==> config.mk <==
export PLATFORM = sky130hd
export DESIGN_NAME = bpa_ctrl
export DESIGN_NICKNAME = d
export VERILOG_FILES = /design/src/rtl/bpa_pkg.sv /design/src/rtl/bpa_ctrl.sv
export SDC_FILE = /design/constraint.sdc
export NUM_CORES = 1
export LEC_CHECK = 0
export ABC_AREA = 1
export BUFFER_PORTS_ARGS = -buffer_cell sky130_fd_sc_hd__buf_4
export CAP_MARGIN = 10
export CELL_PAD_IN_SITES_DETAIL_PLACEMENT = 0
export CELL_PAD_IN_SITES_GLOBAL_PLACEMENT = 1
export CORE_ASPECT_RATIO = 0.6
export CORE_MARGIN = 1
export CORE_UTILIZATION = 46
export CTS_BUF_LIST = sky130_fd_sc_hd__clkbuf_4
export CTS_CLUSTER_DIAMETER = 30
export CTS_CLUSTER_SIZE = 40
export DETAILED_ROUTE_END_ITERATION = 10
export PLACE_DENSITY = 0.95
export SYNTH_ARGS = -nofsm -noshare
export SYNTH_HDL_FRONTEND = slang
export SYNTH_SLANG_ARGS = --single-unit
==> constraint.sdc <==
create_clock -name clk -period 13.2 [get_ports clk]
set_input_delay 2.64 -clock clk [delete_from_list [all_inputs] [get_ports clk]]
set_output_delay 2.64 -clock clk [all_outputs]
set_load 0.03 [all_outputs]
==> src/rtl/bpa_pkg.sv <==
// Buddy page allocator: shared constants, types and helpers.
// No dependencies.
package bpa_pkg;
	localparam int NUM_PAGES_DEF   = 4096;
	localparam int ORDER_COUNT_DEF = 11;
	localparam int PFN_W   = 20;
	localparam int PAGES_W = 13;
	localparam int ORD_W   = 4;
	localparam int STAT_W  = 2;
	localparam int CNT_W   = 16;

	localparam logic [STAT_W-1:0] ST_OK    = 2'd0;
	localparam logic [STAT_W-1:0] ST_FAIL  = 2'd1;
	localparam logic [STAT_W-1:0] ST_RANGE = 2'd2;

	localparam logic FUNC_ALLOC = 1'b0;
	localparam logic FUNC_FREE  = 1'b1;

	localparam logic CFG_BASE = 1'b0;
	localparam logic CFG_LAST = 1'b1;

	// controller to datapath commands
	localparam logic [3:0] OP_NONE  = 4'd0;
	localparam logic [3:0] OP_WNEXT = 4'd2;
	localparam logic [3:0] OP_WPREV = 4'd3;
	localparam logic [3:0] OP_WBOTH = 4'd4;
	localparam logic [3:0] OP_HEAD  = 4'd5;
	localparam logic [3:0] OP_INC   = 4'd6;
	localparam logic [3:0] OP_DEC   = 4'd7;
	localparam logic [3:0] OP_PAIRR = 4'd8;
	localparam logic [3:0] OP_PAIRW = 4'd9;
	localparam logic [3:0] OP_INIT  = 4'd10;
	localparam logic [3:0] OP_PINIT = 4'd12;

	typedef struct packed {
		logic             func;
		logic [PAGES_W-1:0] request_pages;
		logic [PFN_W-1:0] block_page;
		logic             is_null;
	} req_t;

	typedef struct packed {
		logic [STAT_W-1:0] status;
		logic [PFN_W-1:0]  granted_page;
		logic [ORD_W-1:0]  granted_order;
	} rsp_t;

	// order of a page count, rounded up; 0 and 1 give 0
	function automatic logic [ORD_W:0] order_of(input logic [PAGES_W-1:0] p);
		logic [PAGES_W-1:0] v;
		logic [ORD_W:0] o;
		v = p - 1'b1;
		o = '0;
		if (p > 1) begin
			for (int i = 0; i < PAGES_W; i++) begin
				if (v[i]) o = (ORD_W+1)'(i + 1);
			end
		end
		return o;
	endfunction
endpackage

==> src/rtl/bpa_ctrl.sv <==
// Allocator controller: sequences alloc, free and the clearing pass.
// Depends on bpa_pkg; commands bpa_datapath.
module bpa_ctrl #(
	parameter int NUM_PAGES   = bpa_pkg::NUM_PAGES_DEF,
	parameter int ORDER_COUNT = bpa_pkg::ORDER_COUNT_DEF,
	localparam int IW = $clog2(NUM_PAGES) + 1,
	localparam int AW = $clog2(NUM_PAGES),
	localparam int OW = (ORDER_COUNT > 1) ? $clog2(ORDER_COUNT) : 1
) (
	input  logic                 clk,
	input  logic                 arst_n,
	input  logic                 in_valid,
	output logic                 in_ready,
	input  bpa_pkg::req_t        in_data,
	output logic                 out_valid,
	input  logic                 out_ready,
	output bpa_pkg::rsp_t        out_data,
	input  logic [bpa_pkg::PFN_W-1:0] base_page,
	input  logic [bpa_pkg::PFN_W-1:0] last_page,
	output logic [3:0]           op,
	output logic [IW-1:0]        a_idx,
	output logic [IW-1:0]        b_idx,
	output logic [OW-1:0]        ord,
	output logic [AW-1:0]        init_addr,
	input  logic [IW-1:0]        next_rd,
	input  logic [IW-1:0]        prev_rd,
	input  logic                 pair_rd,
	input  logic [IW-1:0]        head_rd,
	input  logic                 lvl_empty
);
	import bpa_pkg::*;

	localparam logic [IW-1:0] NIL = IW'(NUM_PAGES);

	localparam logic [4:0] S_CLR   = 5'd0;
	localparam logic [4:0] S_IDLE  = 5'd1;
	localparam logic [4:0] S_DECODE= 5'd2;
	localparam logic [4:0] S_SCAN  = 5'd3;
	localparam logic [4:0] S_U0    = 5'd4;  // unlink: read links
	localparam logic [4:0] S_U1    = 5'd5;  // latch p, n
	localparam logic [4:0] S_U2    = 5'd6;  // next[p] or head
	localparam logic [4:0] S_U3    = 5'd7;  // prev[n]
	localparam logic [4:0] S_U4    = 5'd8;  // clear node links
	localparam logic [4:0] S_F0    = 5'd9;  // pair read
	localparam logic [4:0] S_F1    = 5'd10; // pair write
	localparam logic [4:0] S_P0    = 5'd11; // push: next[idx]=h
	localparam logic [4:0] S_P1    = 5'd12; // prev[h]=idx
	localparam logic [4:0] S_P2    = 5'd13; // prev[idx]=NIL
	localparam logic [4:0] S_P3    = 5'd14; // head=idx
	localparam logic [4:0] S_FREE  = 5'd15; // merge decision
	localparam logic [4:0] S_OUT   = 5'd16;
	localparam logic [4:0] S_PCLR  = 5'd17;
	localparam logic [4:0] S_P4    = 5'd18; // count up

	logic [4:0]       state_q;
	logic [AW-1:0]    clr_q;
	logic             func_q;
	logic [ORD_W:0]   rord_q;
	logic [ORD_W:0]   o_q;
	logic [IW-1:0]    cur_q, bud_q, p_q, n_q, h_q;
	logic             bit_q;
	rsp_t             rsp_q;
	logic             ovalid_q;

	logic [ORD_W:0]   rord;
	logic [PFN_W:0]   diff;
	logic [IW:0]      sz, even;
	logic [STAT_W-1:0] acc_st;
	logic             acc_done;

	assign rord = order_of(in_data.request_pages);
	assign diff = {1'b0, in_data.block_page} - {1'b0, base_page};
	assign sz = (IW+1)'(1) << o_q;
	assign even = ({1'b0, cur_q} >> (o_q + 1'b1)) << (o_q + 1'b1);

	assign in_ready = (state_q == S_IDLE) && !ovalid_q;
	assign out_valid = ovalid_q;
	assign out_data = rsp_q;
	assign ord = OW'(o_q);
	assign init_addr = clr_q;

	// immediate outcome of an accepted word
	always_comb begin
		acc_st = ST_OK;
		acc_done = 1'b0;
		if (in_data.func == FUNC_ALLOC) begin
			if (rord >= (ORD_W+1)'(ORDER_COUNT)) begin
				acc_st = ST_FAIL;
				acc_done = 1'b1;
			end
		end else if (in_data.is_null) begin
			acc_st = ST_FAIL;
			acc_done = 1'b1;
		end else if (diff[PFN_W] || in_data.block_page > last_page ||
				diff[PFN_W-1:0] >= PFN_W'(NUM_PAGES) ||
				rord >= (ORD_W+1)'(ORDER_COUNT)) begin
			acc_st = ST_RANGE;
			acc_done = 1'b1;
		end
	end

	always_comb begin
		op = OP_NONE;
		a_idx = cur_q;
		b_idx = NIL;
		case (state_q)
			S_CLR: op = OP_INIT;
			S_PCLR: op = OP_PINIT;
			S_U0: a_idx = bud_q;
			S_U2: begin
				if (p_q < NIL) begin
					op = OP_WNEXT;
					a_idx = p_q;
					b_idx = n_q;
				end else if (head_rd == bud_q) begin
					op = OP_HEAD;
					b_idx = n_q;
				end
			end
			S_U3: begin
				if (n_q < NIL) begin
					op = OP_WPREV;
					a_idx = n_q;
					b_idx = (p_q < NIL) ? p_q : NIL;
				end
			end
			S_U4: begin
				op = OP_WBOTH;
				a_idx = bud_q;
			end
			S_DECODE: op = OP_DEC;
			S_F0: op = OP_PAIRR;
			S_F1: begin
				op = OP_PAIRW;
			end
			S_P0: begin
				op = OP_WNEXT;
				b_idx = head_rd;
			end
			S_P1: begin
				if (h_q < NIL) begin
					op = OP_WPREV;
					a_idx = h_q;
					b_idx = cur_q;
				end
			end
			S_P2: begin
				op = OP_WPREV;
				b_idx = NIL;
			end
			S_P3: begin
				op = OP_HEAD;
				b_idx = cur_q;
			end
			S_P4: op = OP_INC;
			default: ;
		endcase
		if (state_q == S_F0 || state_q == S_F1)
			a_idx = IW'((cur_q >> (o_q + 1'b1)));
	end

	always_ff @(posedge clk or negedge arst_n) begin
		if (!arst_n) begin
			state_q  <= S_CLR;
			clr_q    <= '0;
			ovalid_q <= 1'b0;
			func_q   <= 1'b0;
			o_q      <= '0;
		end else begin
			if (ovalid_q && out_ready) ovalid_q <= 1'b0;
			case (state_q)
				S_CLR: begin
					if (clr_q == AW'(NUM_PAGES - 1)) begin
						clr_q <= '0;
						state_q <= S_PCLR;
					end else begin
						clr_q <= clr_q + 1'b1;
					end
				end
				// pair bits cleared one order at a time
				S_PCLR: begin
					if (clr_q == AW'(NUM_PAGES - 1)) begin
						clr_q <= '0;
						if (o_q == (ORD_W+1)'(ORDER_COUNT - 1)) begin
							o_q <= '0;
							state_q <= S_IDLE;
						end else begin
							o_q <= o_q + 1'b1;
						end
					end else begin
						clr_q <= clr_q + 1'b1;
					end
				end
				S_IDLE: begin
					if (in_valid && in_ready) begin
						func_q <= in_data.func;
						rord_q <= rord;
						o_q <= rord;
						cur_q <= IW'(diff[PFN_W-1:0]);
						rsp_q <= '{status: acc_st, granted_page: '0, granted_order: '0};
						if (acc_done)
							state_q <= S_OUT;
						else if (in_data.func == FUNC_ALLOC)
							state_q <= S_SCAN;
						else
							state_q <= S_F0;
					end
				end
				S_SCAN: begin
					if (!lvl_empty) begin
						cur_q <= head_rd;
						bud_q <= head_rd;
						state_q <= S_U0;
					end else if (o_q + 1'b1 >= (ORD_W+1)'(ORDER_COUNT)) begin
						rsp_q.status <= ST_FAIL;
						state_q <= S_OUT;
					end else begin
						o_q <= o_q + 1'b1;
					end
				end
				S_U0: state_q <= S_U1;
				S_U1: begin
					p_q <= prev_rd;
					n_q <= next_rd;
					state_q <= S_U2;
				end
				S_U2: state_q <= S_U3;
				S_U3: state_q <= S_U4;
				S_U4: state_q <= S_DECODE;
				S_DECODE: begin
					// count down after unlink; a merge moves one order up
					if (func_q == FUNC_FREE) o_q <= o_q + 1'b1;
					state_q <= S_F0;
				end
				S_F0: state_q <= S_F1;
				S_F1: begin
					bit_q <= ~pair_rd;
					if (func_q == FUNC_ALLOC) begin
						if (o_q > rord_q) begin
							o_q <= o_q - 1'b1;
							state_q <= S_P0;
						end else begin
							rsp_q.granted_page <= base_page + PFN_W'(cur_q);
							rsp_q.granted_order <= ORD_W'(rord_q);
							state_q <= S_OUT;
						end
					end else begin
						state_q <= S_FREE;
					end
				end
				S_FREE: begin
					if (!bit_q && o_q + 1'b1 < (ORD_W+1)'(ORDER_COUNT) &&
							(({1'b0, cur_q} == even) ?
							({1'b0, cur_q} + sz < (IW+1)'(NUM_PAGES)) :
							({1'b0, cur_q} >= sz))) begin
						bud_q <= ({1'b0, cur_q} == even) ? IW'({1'b0, cur_q} + sz)
							: IW'({1'b0, cur_q} - sz);
						state_q <= S_U0;
					end else begin
						state_q <= S_P0;
					end
				end
				S_P0: begin
					h_q <= head_rd;
					state_q <= S_P1;
				end
				S_P1: state_q <= S_P2;
				S_P2: state_q <= S_P3;
				S_P3: state_q <= S_P4;
				S_P4: begin
					if (func_q == FUNC_ALLOC) begin
						cur_q <= IW'({1'b0, cur_q} + sz);
						state_q <= S_F0;
					end else begin
						state_q <= S_OUT;
					end
				end
				S_OUT: begin
					if (!ovalid_q) begin
						ovalid_q <= 1'b1;
						state_q <= S_IDLE;
					end
				end
				default: state_q <= S_IDLE;
			endcase
			if (state_q == S_U4 && func_q == FUNC_FREE) begin
				if ({1'b0, bud_q} < {1'b0, cur_q}) cur_q <= bud_q;
			end
		end
	end

`ifndef ASSERT_OFF
	a_out_only_idle: assert property (@(posedge clk) disable iff (!arst_n)
		$rose(ovalid_q) |-> state_q == S_IDLE)
		else $error("result raised outside idle");
	a_no_accept_busy: assert property (@(posedge clk) disable iff (!arst_n)
		in_ready |-> !ovalid_q)
		else $error("accepting with result pending");
	a_order_bound: assert property (@(posedge clk) disable iff (!arst_n)
		state_q == S_U0 |-> o_q < (ORD_W+1)'(ORDER_COUNT))
		else $error("order out of range");
`endif
endmodule

==> metrics.cfg, run 1 <==
[run_status]
outcome = finished, final reports clean

[critical_path]
endpoint = b_idx[7]
end_kind = primary output
critPathSlowestCell = nor4_1
critPathMaxStageDelay_ns = 0.66
cp_max_fo = 12
cp_num_buf_inv = 4
rr_startpoint = o_q[0]$_DFFE_PN0P_
critical_path.cell_chain = buf_4 -> inv_1 -> nor2_1 -> nor4_1 -> nand4_1 -> nor4_1 -> nor2_1 -> inv_1 -> nand3_1 -> o211ai_1 -> buf_4
rr_endpoint = bud_q[1]$_DFFE_PP_
r2r_cells = 18
r2r_slack_ns = 7.70
crit_type = in2out
path_depth = 11
crit_family = simple AND/OR/NAND/NOR gates
required_ns = 10.56
critical_path.startpoint = head_rd[5]
cp-start-kind = primary input
arrival_ns = 5.07

[clocking]
cts_root_buf = clkbuf_4
cts_buffers = 17
clock_sinks = 120
clk_pin_slew_worst_paths_ns = 0.14
post_cts_buffers = 0
cts_tree = done
hold_buffers = 0
clk_path_buf_depth = 2
htreeDepth = 4
insertion_delay_ns = 0.63
ctsResizeCount = 0

[detailed_routing]
drt-initial-drc-count = 1571
firstDrtPassIters = 6
wire_per_inst_um = 19.7
routed_wl_um = 46500
avgViaCountPerCell = 5.75
antenna_left = 0
drc = 0
vias = 13600

[floorplan]
dieArea_um2 = 27800
rows = 46
coreArea_um2 = 26500
io_pins = 194
start_util_pct = 47.0
die_w_um = 214
dieHeight_um = 129

[sta]
hold_violations = 0
fin_setup_tns_ns = 0
setup_viol = 0
max_clock_freq_ghz = 0.130
fin_crit_sh_pct = 58.4
fin_ws_ns = 5.49
final_period_minus_worst_setup_slack_ns = 7.71
maxSlewViolCount = 0
relSlewSlack_pct = 22.9
rsz0062_at_grt = false
skew_ns = 0.0315
timing.hold.ws_ns = 0.534
worst_slew_pin_slew_ns = 1.15

[yosys]
synthCells = 1818
yosysTopAreaCell = edfxtp_1
syn-cell-area_um2 = 12500
synthFlopType = edfxtp_1
seq_area_frac_synth_pct = 28.0
syn_nets = 2049
ys_seq_elements = 120
async_flop_share_pct = 20.0
yosysWarnings = 0
synthTopCellsByArea = edfxtp_1, nand2_1, ha_1
synth_cell_types = 60
synth_top_cell_area_share_pct = 23.1
synth_edf_count = 96
post_synth.cell_area_avg_um2 = 6.85

[global_routing]
grt_max_degree = 41
grt_first_pass_wirelength_um = 69400
antenna_found_initial = 1
grtUsageTotal_pct = 33.0
globalRouteOverflowTotal = 0
grt_pass1_vias = 12100

[min_path]
hp-class = reg2reg

[placement]
io_buffers = 193
placed_area_um2 = 14200
dp_hpwl_um = 37300
gp_congestion = 0.965
dp_cells = 2324
dp_slack_ns = 5.72

[layout]
final_cells = 2359
final_cell_area_um2 = 14400
drive_gt1_share_pct = 14.4
final_util_pct = 54.6
area_growth_pct = 16.0
fin_nets = 2216

[job]
maxCapViolCount = 0

[power]
power.density_nw_per_um2 = 203
leakage_nw = 6.99
total_power_mw = 2.94
ir_worst_vdd_uv = 134

==> sequential cells by signal, summed over array words and instances (netlist names) <==
signal and flops:
bit_q 1, bud_q 13, cur_q 13, func_q 1, h_q 13, init_addr 12
n_q 13, o_q 5, out_data 26, out_valid 1, p_q 13, rord_q 4
state_q 5
==> per-layer routing <==
layer / global-route usage, % / vias up / routed length (um)
met5: 0 / - / 0
met4: 7.61 / 0 / 767
met3: 10.6 / 76 / 5960
met2: 45.3 / 720 / 18400
met1: 49.4 / 6275 / 21400
li1: - / 6498 / -
==> cell type report <==
class	instances	area [um^2]
fillers	2646	12000
well taps	360	450
diodes	1	2.50
repair buffers	207	1560
flip-flops and latches	120	3480
multi-input cells	1357	7620
inverters	282	1060
clock inverters	15	139
clock buffers	17	128
==> where the power goes <==
part	leakage [nW]	total, mW	internal, mW	switching [mW]
Clock	0.148	0.280	0.0972	0.182
Combinational	5.65	2.03	0.626	1.40
Sequential	1.19	0.626	0.490	0.136
Total	6.99	2.94	1.21	1.72
==> worst min path at each step <==
| stage | from | to | slack (ns) | cells after the start |
|---|---|---|---|---|
| 6_report | init_addr[10]$_DFFE_PN0P_ | init_addr[10]$_DFFE_PN0P_ | 0.53 | 1 |
| 4_1_cts | init_addr[4]$_DFFE_PN0P_ | init_addr[4]$_DFFE_PN0P_ | 0.53 | 1 |
| 3_3_place_gp | init_addr[10]$_DFFE_PN0P_ | init_addr[10]$_DFFE_PN0P_ | 0.51 | 1 |
| 3_5_place_dp | init_addr[4]$_DFFE_PN0P_ | init_addr[4]$_DFFE_PN0P_ | 0.51 | 1 |
| 5_1_grt | init_addr[4]$_DFFE_PN0P_ | init_addr[4]$_DFFE_PN0P_ | 0.55 | 1 |
| 2_1_floorplan | rord_q[1]$_DFFE_PP_ | out_data[1]$_SDFFCE_PN0P_ | 0.53 | 2 |
==> logic make-up after synthesis <==
| group | count (synthesis) | share of synthesized area, % |
|---|---|---|
| flip-flops | 120 | 28.0 |
| multiplexers | 1 | 0.0804 |
| adder cells (fa/ha/maj) | 111 | 11.4 |
| buffers and inverters | 341 | 10.9 |
| AO/OA/AOI/OAI | 358 | 17.1 |
| XOR/XNOR | 40 | 2.81 |
| AND/OR/NAND/NOR | 847 | 29.7 |
==> Yosys cell counts (15+ instances only) <==
library cell	n
nand4_1	27
dfrtp_1	24
nand2_1	390
nand3_1	159
edfxtp_1	96
o21ai_1	33
ha_1	107
a21oi_1	136
clkbuf_1	27
nor4_1	15
buf_2	15
nor3_1	21
inv_1	263
o21ai_0	72
o211ai_1	17
xor2_1	29
a221oi_1	15
nor2_1	189
==> placed cells by master, fill, tap and decap left out, types with 17 or more instances in the layout <==
master and instances:
nand2_1 390, clkbuf_4 17, a21oi_1 136, o21ai_1 33
ha_1 107, nor3_1 20, o21ai_0 72, o211ai_1 17
nand3_1 159, inv_1 263, dfrtp_1 24, xor2_1 29
edfxtp_1 96, buf_4 206, nand4_1 27, nor2_1 188
Note: power is estimated with default switching activity, not from simulation.
==> run 2, diff against run 1 <==
--- a/config.mk
+++ b/config.mk
@@ -12,7 +12,7 @@
 export CELL_PAD_IN_SITES_GLOBAL_PLACEMENT = 1
 export CORE_ASPECT_RATIO = 0.6
 export CORE_MARGIN = 1
-export CORE_UTILIZATION = 46
+export CORE_UTILIZATION = 43
 export CTS_BUF_LIST = sky130_fd_sc_hd__clkbuf_4
 export CTS_CLUSTER_DIAMETER = 30
 export CTS_CLUSTER_SIZE = 40
==> constraint.sdc (replaced) <==
create_clock -name clk -period 7.6 [get_ports clk]
set_input_delay 1.52 -clock clk [delete_from_list [all_inputs] [get_ports clk]]
set_output_delay 1.52 -clock clk [all_outputs]
set_load 0.03 [all_outputs]
==> run 2 against run 1 <==
Effect of this change:
- non-clock buffer count fell by 1
- register-to-register slack worse by 5.6 ns
- hold slack lost 0.010 ns
- global-route usage decreased by 2.1 points
- core utilization shrank 2.9 points
- critical path type is now reg2out
- critical endpoint is now a_idx[8]
==> metrics.cfg, run 2 (synthesized netlist as in run 1, its figures left out) <==
[placement]
dp_slack_ns = 2.28  ; -3.44 ns
io_buffers = 193  ; unchanged
dp_cells = 2332  ; +0.34%
gp_congestion = 0.986  ; +2.1%
dp_hpwl_um = 36700  ; -1.6%

[detailed_routing]
avgViaCountPerCell = 5.72  ; -0.49%
drt-initial-drc-count = 1657  ; +5.5%
firstDrtPassIters = 6  ; unchanged
routed_wl_um = 46000  ; -1.1%
vias = 13500  ; -0.24%
drc = 0  ; unchanged
wire_per_inst_um = 19.4  ; -1.3%
antenna_left = 0  ; unchanged

[sta]
rsz0062_at_grt = false
relSlewSlack_pct = 15.0  ; -7.9 points
fin_ws_ns = 1.65  ; -3.84 ns
maxSlewViolCount = 0  ; unchanged
hold_violations = 0  ; unchanged
final_period_minus_worst_setup_slack_ns = 5.95
fin_setup_tns_ns = 0  ; unchanged
fin_crit_sh_pct = 78.2
skew_ns = 0.0492  ; +0.0178 ns
setup_viol = 0  ; unchanged
max_clock_freq_ghz = 0.168
worst_slew_pin_slew_ns = 1.27  ; +0.119 ns

[clocking]
post_cts_buffers = 0  ; unchanged
ctsResizeCount = 0  ; unchanged
htreeDepth = 4  ; unchanged
clk_pin_slew_worst_paths_ns = 0.16  ; +0.02 ns
hold_buffers = 0  ; unchanged
cts_tree = done
clk_path_buf_depth = 2  ; unchanged
insertion_delay_ns = 0.66  ; +0.03 ns
clock_sinks = 120  ; unchanged
cts_buffers = 17  ; unchanged
cts_root_buf = clkbuf_4

[layout]
fin_nets = 2215  ; -0.045%
final_common_cell = nand2_1
area_growth_pct = 16.2
drive_gt1_share_pct = 14.4  ; about the same
final_cells = 2365  ; +0.25%
largest_reg_flops = 26  ; unchanged
layout_common_cells = nand2_1, inv_1, buf_4

[global_routing]
grt_pass1_vias = 12400  ; +2.4%
grtUsageTotal_pct = 30.9  ; -2.1 points
globalRouteOverflowTotal = 0  ; unchanged
grt_max_degree = 40  ; -2.4%
grt_first_pass_wirelength_um = 70500  ; +1.6%
antenna_found_initial = 1  ; unchanged

[critical_path]
rr_endpoint = bud_q[1]$_DFFE_PP_
critPathSlowestCell = ha_1
rr_startpoint = o_q[0]$_DFFE_PN0P_
cp_max_fo = 27  ; +15
cp-start-kind = register
r2r_cells = 17  ; -1
cp_num_buf_inv = 2  ; -2
required_ns = 6.08  ; -4.48 ns
arrival_ns = 4.43  ; -0.64 ns
end_kind = primary output
critPathMaxStageDelay_ns = 0.88  ; +0.22 ns
crit_path_frequent_cell = ha_1
critical_path.cell_chain = ha_1 -> ha_1 -> inv_1 -> nand2_1 -> nand2_2 -> a21oi_1 -> a41oi_1 -> buf_4
crit_type = reg2out
crit_family = adder cells
r2r_slack_ns = 2.11  ; -5.59 ns

[job]
maxCapViolCount = 0  ; unchanged

[power]
power.density_nw_per_um2 = 355  ; +75%
ir_worst_vdd_uv = 235  ; +75%
total_power_mw = 5.14  ; +75%
leakage_nw = 6.99  ; about the same

[min_path]
holdPathStages = 1  ; unchanged
hp-class = reg2reg
worst_hold_startpoint = init_addr[4]$_DFFE_PN0P_
holdPathEnd = init_addr[4]$_DFFE_PN0P_

[run_status]
outcome = finished, final reports clean

[floorplan]
coreArea_um2 = 28000  ; +5.7%
rows = 47  ; +2.2%
die_w_um = 222  ; +3.4%
io_pins = 194  ; unchanged
dieArea_um2 = 29700  ; +6.9%
start_util_pct = 44.5  ; -2.5 points
dieHeight_um = 134  ; +3.4%

[run 2: layer usage]
| metal | wire, um | GRT usage, % | vias up |
|---|---|---|---|
| li1 | - | - | 6498 |
| met1 | 21800 | 46.8 | 6331 |
| met4 | 469 | 6.06 | 0 |
| met2 | 18100 | 42.1 | 659 |
| met5 | 0 | 0 | - |
| met3 | 5640 | 10.1 | 49 |
[run 2: cell type report]
type                       instances  area, um^2
fill                            2798       13500
tap                              367         459
clock buffer                      18         135
multi-input combinational       1357        7620
antenna                            1        2.50
inverter                         282        1060
timing repair buffer             206        1550
clock inverter                    14         161
sequential                       120        3480
[run 2: metrics by stage]
stage	area [um^2]	hold slack, ns	util (%)
finish	14500	0.524	51.7
global route	14500	0.544	51.7
CTS	14500	0.531	51.7
detailed placement	14200	0.508	50.6
global placement	14200	0.497	50.6
floorplan	12500	0.534	-
[run 2: worst max path at each step]
stage | from | to | slack, ns | depth (start not counted)
finish | o_q[0]$_DFFE_PN0P_ | a_idx[8] | 1.65 | 8
global route | o_q[0]$_DFFE_PN0P_ | a_idx[8] | 1.42 | 8
CTS | o_q[0]$_DFFE_PN0P_ | a_idx[8] | 1.80 | 8
detailed placement | head_rd[8] | b_idx[5] | 2.28 | 11
global placement | head_rd[8] | b_idx[1] | 2.29 | 11
floorplan | in_valid | out_data[0]$_SDFFCE_PN0P_ | 2.91 | 4
[run 2: where the power goes]
part | switching, mW | internal [mW]
logic | 2.41 | 1.08
registers | 0.267 | 0.851
clock network | 0.320 | 0.207
total | 3.00 | 2.14
